$ cat src/hw/rtl/nsbh_pkg.sv
`timescale 1ns / 1ps
// ----------------------------------------------------------------------------
// nsbh_pkg: shared types and constants
// Formats and the front-to-back queue entry for the segment/box hit unit.
// ----------------------------------------------------------------------------
package nsbh_pkg;

  localparam int unsigned CoordW = 24;
  localparam int unsigned TW     = 16;
  localparam int unsigned NumW   = 43;   // (plane - start) * 65536, signed
  localparam int unsigned QuotW  = 43;   // slab parameter, signed
  localparam logic signed [25:0] HalfQ12 = 26'sd2048;
  localparam logic signed [QuotW-1:0] OneQ16 = 43'sd65536;
  localparam logic signed [25:0] C24Max = 26'sd8388607;
  localparam logic signed [25:0] C24Min = -26'sd8388608;

  localparam logic ActWrite = 1'b0;
  localparam logic ActTrace = 1'b1;

  typedef struct packed {
    logic                     action;
    logic [7:0]               entry_index;
    logic                     entry_is_block;
    logic signed [CoordW-1:0] ex;
    logic signed [CoordW-1:0] ey;
    logic signed [CoordW-1:0] ez;
    logic signed [CoordW-1:0] sx;
    logic signed [CoordW-1:0] sy;
    logic signed [CoordW-1:0] sz;
    logic signed [CoordW-1:0] dx_end;
    logic signed [CoordW-1:0] dy_end;
    logic signed [CoordW-1:0] dz_end;
  } cmd_t;

endpackage

$ cat src/hw/rtl/nsbh_fifo.sv
`timescale 1ns / 1ps
// ----------------------------------------------------------------------------
// nsbh_fifo: two-entry command queue
// Decouples the input front from the scanning back end.
// ----------------------------------------------------------------------------
module nsbh_fifo
  import nsbh_pkg::*;
(
  input  logic clk_i,
  input  logic rst_ni,
  input  logic in_valid_i,
  output logic in_ready_o,
  input  cmd_t in_cmd_i,
  output logic out_valid_o,
  input  logic out_ready_i,
  output cmd_t out_cmd_o
);
  cmd_t       mem_q [2];
  logic       wp_q, rp_q;
  logic [1:0] cnt_q;
  logic       push, pop;

  assign in_ready_o  = (cnt_q != 2'd2);
  assign out_valid_o = (cnt_q != 2'd0);
  assign out_cmd_o   = mem_q[rp_q];
  assign push = in_valid_i && in_ready_o;
  assign pop  = out_valid_o && out_ready_i;

  always_ff @(posedge clk_i) begin
    if (push) begin
      mem_q[wp_q] <= in_cmd_i;
    end
  end

  always_ff @(posedge clk_i or negedge rst_ni) begin
    if (!rst_ni) begin
      wp_q  <= 1'b0;
      rp_q  <= 1'b0;
      cnt_q <= 2'd0;
    end else begin
      if (push) wp_q <= ~wp_q;
      if (pop)  rp_q <= ~rp_q;
      cnt_q <= cnt_q + {1'b0, push} - {1'b0, pop};
    end
  end
endmodule

$ cat config.mk
export PLATFORM = sky130hd
export DESIGN_NAME = nsbh_fifo
export DESIGN_NICKNAME = d
export VERILOG_FILES = /design/src/hw/rtl/nsbh_pkg.sv /design/src/hw/rtl/nsbh_fifo.sv
export SDC_FILE = /design/constraint.sdc
export NUM_CORES = 1
export LEC_CHECK = 0
export ABC_AREA = 1
export BUFFER_PORTS_ARGS = -buffer_cell sky130_fd_sc_hd__buf_4
export CAP_MARGIN = 40
export CORE_MARGIN = 2
export CORE_UTILIZATION = 54
export CTS_BUF_LIST = sky130_fd_sc_hd__clkbuf_2
export DETAILED_ROUTE_END_ITERATION = 10
export PLACE_DENSITY = 0.86
export REMOVE_ABC_BUFFERS = 1
export SETUP_SLACK_MARGIN = 0.1
export SYNTH_ARGS = -nofsm -noshare
export SYNTH_HDL_FRONTEND = slang
export SYNTH_SLANG_ARGS = --single-unit
$ cat constraint.sdc
create_clock -name clk_i -period 11.85 [get_ports clk_i]
set_clock_uncertainty 0.05 [all_clocks]
set_input_delay 2.37 -clock clk_i [delete_from_list [all_inputs] [get_ports clk_i]]
set_output_delay 2.37 -clock clk_i [all_outputs]
set_load 0.01 [all_outputs]
==> metrics.md <==
| Metric | Value |
|---|---|
| Slack of the worst reg-to-reg path | `8.45 ns` |
| FMAX | `171 MHz` |
| Starting DRC count in detailed routing | `just under 800` |
| Nets@finish | `a little under 2,000` |
| CTS Buf Count | `102` |
| TritonCTS clock tree | `done` |
| 1st-pass router iterations | `5` |
| Synth area leader | `edfxtp_1` |
| Fraction of layout cells with a size suffix above 1 | `0.348` |
| Worst R2R Path Depth | `6` |
| Crit-path slowest cell | `dfrtp_4` |
| Worst EP required | `9.43 ns` |
| Largest net degree at the start of global routing | `85` |
| Area of the mapped netlist | `16,600 um^2` |
| Final Non-Filler Cells | `2,212` |
| Syn Area/Cell | `around 14 um^2` |
| Max Slew Vio Count | `0` |
| Initial antenna violation count | `1` |
| Crit-path max FO | `74` |
| Met3 wire len | `3670 um` |
| Setup violations, final | `0` |
| DRT antenna net count | `0` |
| DRC | `0` |
| Leading post-synthesis cells by cell area | `edfxtp_1, nand2_1, buf_2, dfrtp_1, buf_4` |
| CTS Root Cell | `clkbuf_2` |
| Vias/cell | `4.97` |
| Global Route Usage Sum | `0.240` |
| HPWL Detailed | `26,400 um` |
| Final WL | `between 30,000 and 40,000 um` |
| Die area | `32,200 um^2` |
| I/O pin count | `around 460` |
| Async S/R FF share, synth | `0.00877` |
| Sequential area share after synthesis | `0.823` |
| FF+latch count, synth | `456` |
| Buffers on Ports | `457` |
| Wire length per cell | `about 18 um` |
| Period utilization | `0.492` |
| Hold Crit Class | `reg2reg` |
| Status | `finished clean` |
| Global-route wire length before repair | `60,200 um` |
| Worst path max stage delay | `0.81 ns` |
| Hold_buf cts | `0` |
| M1 WL | `13,600 um` |
| Clock Tree Buf Depth | `3` |
| Peak VDD IR | `0.168 mV` |
| Setup TNS | `0 ns` |
| Placed Cells | `2,029` |
| H-tree Lvls | `3` |
| Chip width | `179 um` |
| Critical R2R Capture | `mem_q[1][116]` |
| CP startpoint | `rp_q` |
| Pwr Density | `240 nW/um^2` |
| Max-cap violations | `0` |
| Starting Density | `0.546` |
| Tot Pwr | `5150 uW` |
| Number of post-CTS setup repair buffers | `0` |
| Area share of the leading cell type in the synthesized netlist | `0.816` |
| Crit-path cells | `inv_6 -> buf_4 -> buf_16 -> nand2_1 -> nand2_1 -> buf_4` |
| # fillers | `1,923` |
| Clock Pin Slew Worst Setup and Hold Paths | `0.11 ns` |
| Post-CTS Resized | `0` |
| WP data arrival | `3.41 ns` |
| Site row count | `64` |
| Synth cell count leaders | `nand2_1, edfxtp_1, buf_2` |
| CP endpoint | `out_cmd_o[165]` |
| Die H | `179 um` |
| Synth Flop Type | `edfxtp_1` |
| Vias in the first global route | `~11,000` |
| EDFF count, synth | `452` |
| Clock latency on the worst-skew pair | `0.88 ns` |
| LEAKAGE | `between 0.009 and 0.01 uW` |
| Top-count cell post-synth | `nand2_1` |
| Max_slew headroom | `0.430` |
| Top layer in use | `met4` |
| RSZ-0062 raised after global routing | `false` |
| Clock sinks | `around 460` |
| Final min period | `5.83 ns` |
| Crit start category | `flip-flop` |
| Core ar. | `30,400 um^2` |
| Gpl congestion | `approximately 0.86` |
| GRT overflow | `0` |
| Wire length on met2 | `roughly 20,000 um` |
| Worst-margin pin slew | `0.855 ns` |
| Synth unique cells | `11` |
| Final hold violations | `0` |
| Crit path kind | `reg2out` |
| Post-synthesis cell count | `between 1,000 and 1,500` |
| Synth warn | `0` |
| Crit path capture type | `primary output` |
| Vias | `11,000` |
| P&R area growth vs syn | `28.8%` |
| RR Startpoint | `cnt_q[0]` |
registers in the layout (all words and copies together), names as in the netlist:
register and flops:
wp_q 1, rp_q 1, cnt_q 2, mem_q 452
cell type report:
type | count | area [um^2] | share of cell area
Sequential cell | 456 | 13700 | 0.639
Timing Repair Buffer | 471 | 3650 | 0.170
Multi-Input combinational cell | 697 | 2650 | 0.124
Clock buffer | 150 | 751 | 0.0351
Tap cell | 396 | 495 | 0.0231
Clock inverter | 31 | 149 | 0.00695
Inverter | 9 | 46.3 | 0.00216
Antenna cell | 2 | 5.00 | 0.000234
worst min-delay path by stage:
stage	startpoint	endpoint	cells past startpoint
CTS	wp_q	wp_q	2
detailed placement	wp_q	wp_q	2
floorplan	wp_q	wp_q	2
finish	wp_q	wp_q	2
global placement	wp_q	wp_q	2
global route	wp_q	wp_q	2
through the flow:
step	hold WS, ns	cell area [um^2]	util	worst slack, ns
5_1_grt	0.510	21400	0.704	5.75
3_5_place_dp	0.430	20500	0.674	6.57
3_3_place_gp	0.418	20400	0.669	6.36
4_1_cts	0.451	21400	0.704	5.94
6_report	0.454	21400	0.704	6.02
2_1_floorplan	0.392	16300	-	-0.838
metal layers:
| metal | vias up | GRT usage |
|---|---|---|
| li1 | 5214 | - |
| met1 | 5124 | 0.254 |
| met2 | 546 | 0.423 |
| met3 | 104 | 0.0871 |
| met4 | 0 | 0.118 |
| met5 | - | 0 |
logic make-up (layout without fill, tap and decap cells):
kind of cell             Yosys count  in the layout  synth area share
AND/OR/NAND/NOR                  695            695             0.157
buffers and inverters             59            661            0.0188
other                              0              2                 0
flip-flops                       456            456             0.823
adder cells (fa/ha/maj)            2              2           0.00151
critical path, delay by kind of cell (launching register included):
kind | cells | cell delay [ns]
buffers and inverters | 4 | 1.38
flip-flops | 1 | 0.81
AND/OR/NAND/NOR | 2 | 0.22
layout by cell type, fill, tap and decap left out:
master       n
clkinv_1    24
ha_1         2
clkinv_2     5
edfxtp_1   452
nand3_1      3
buf_4      465
inv_1        7
dfrtp_4      1
nand2_1    691
nor2_4       1
buf_16       5
dfrtp_1      3
inv_8        1
clkbuf_2   150
inv_2        1
bufinv_16    1
diode_2      2
inv_6        1
buf_12       1
power by group:
part / internal [uW] / switching (uW) / total (uW)
Sequential: 2190 / 120 / 2310
Clock: 358 / 562 / 921
Combinational: 762 / 1150 / 1910
Total: 3310 / 1830 / 5150
Note: power is estimated with default switching activity, not from simulation.
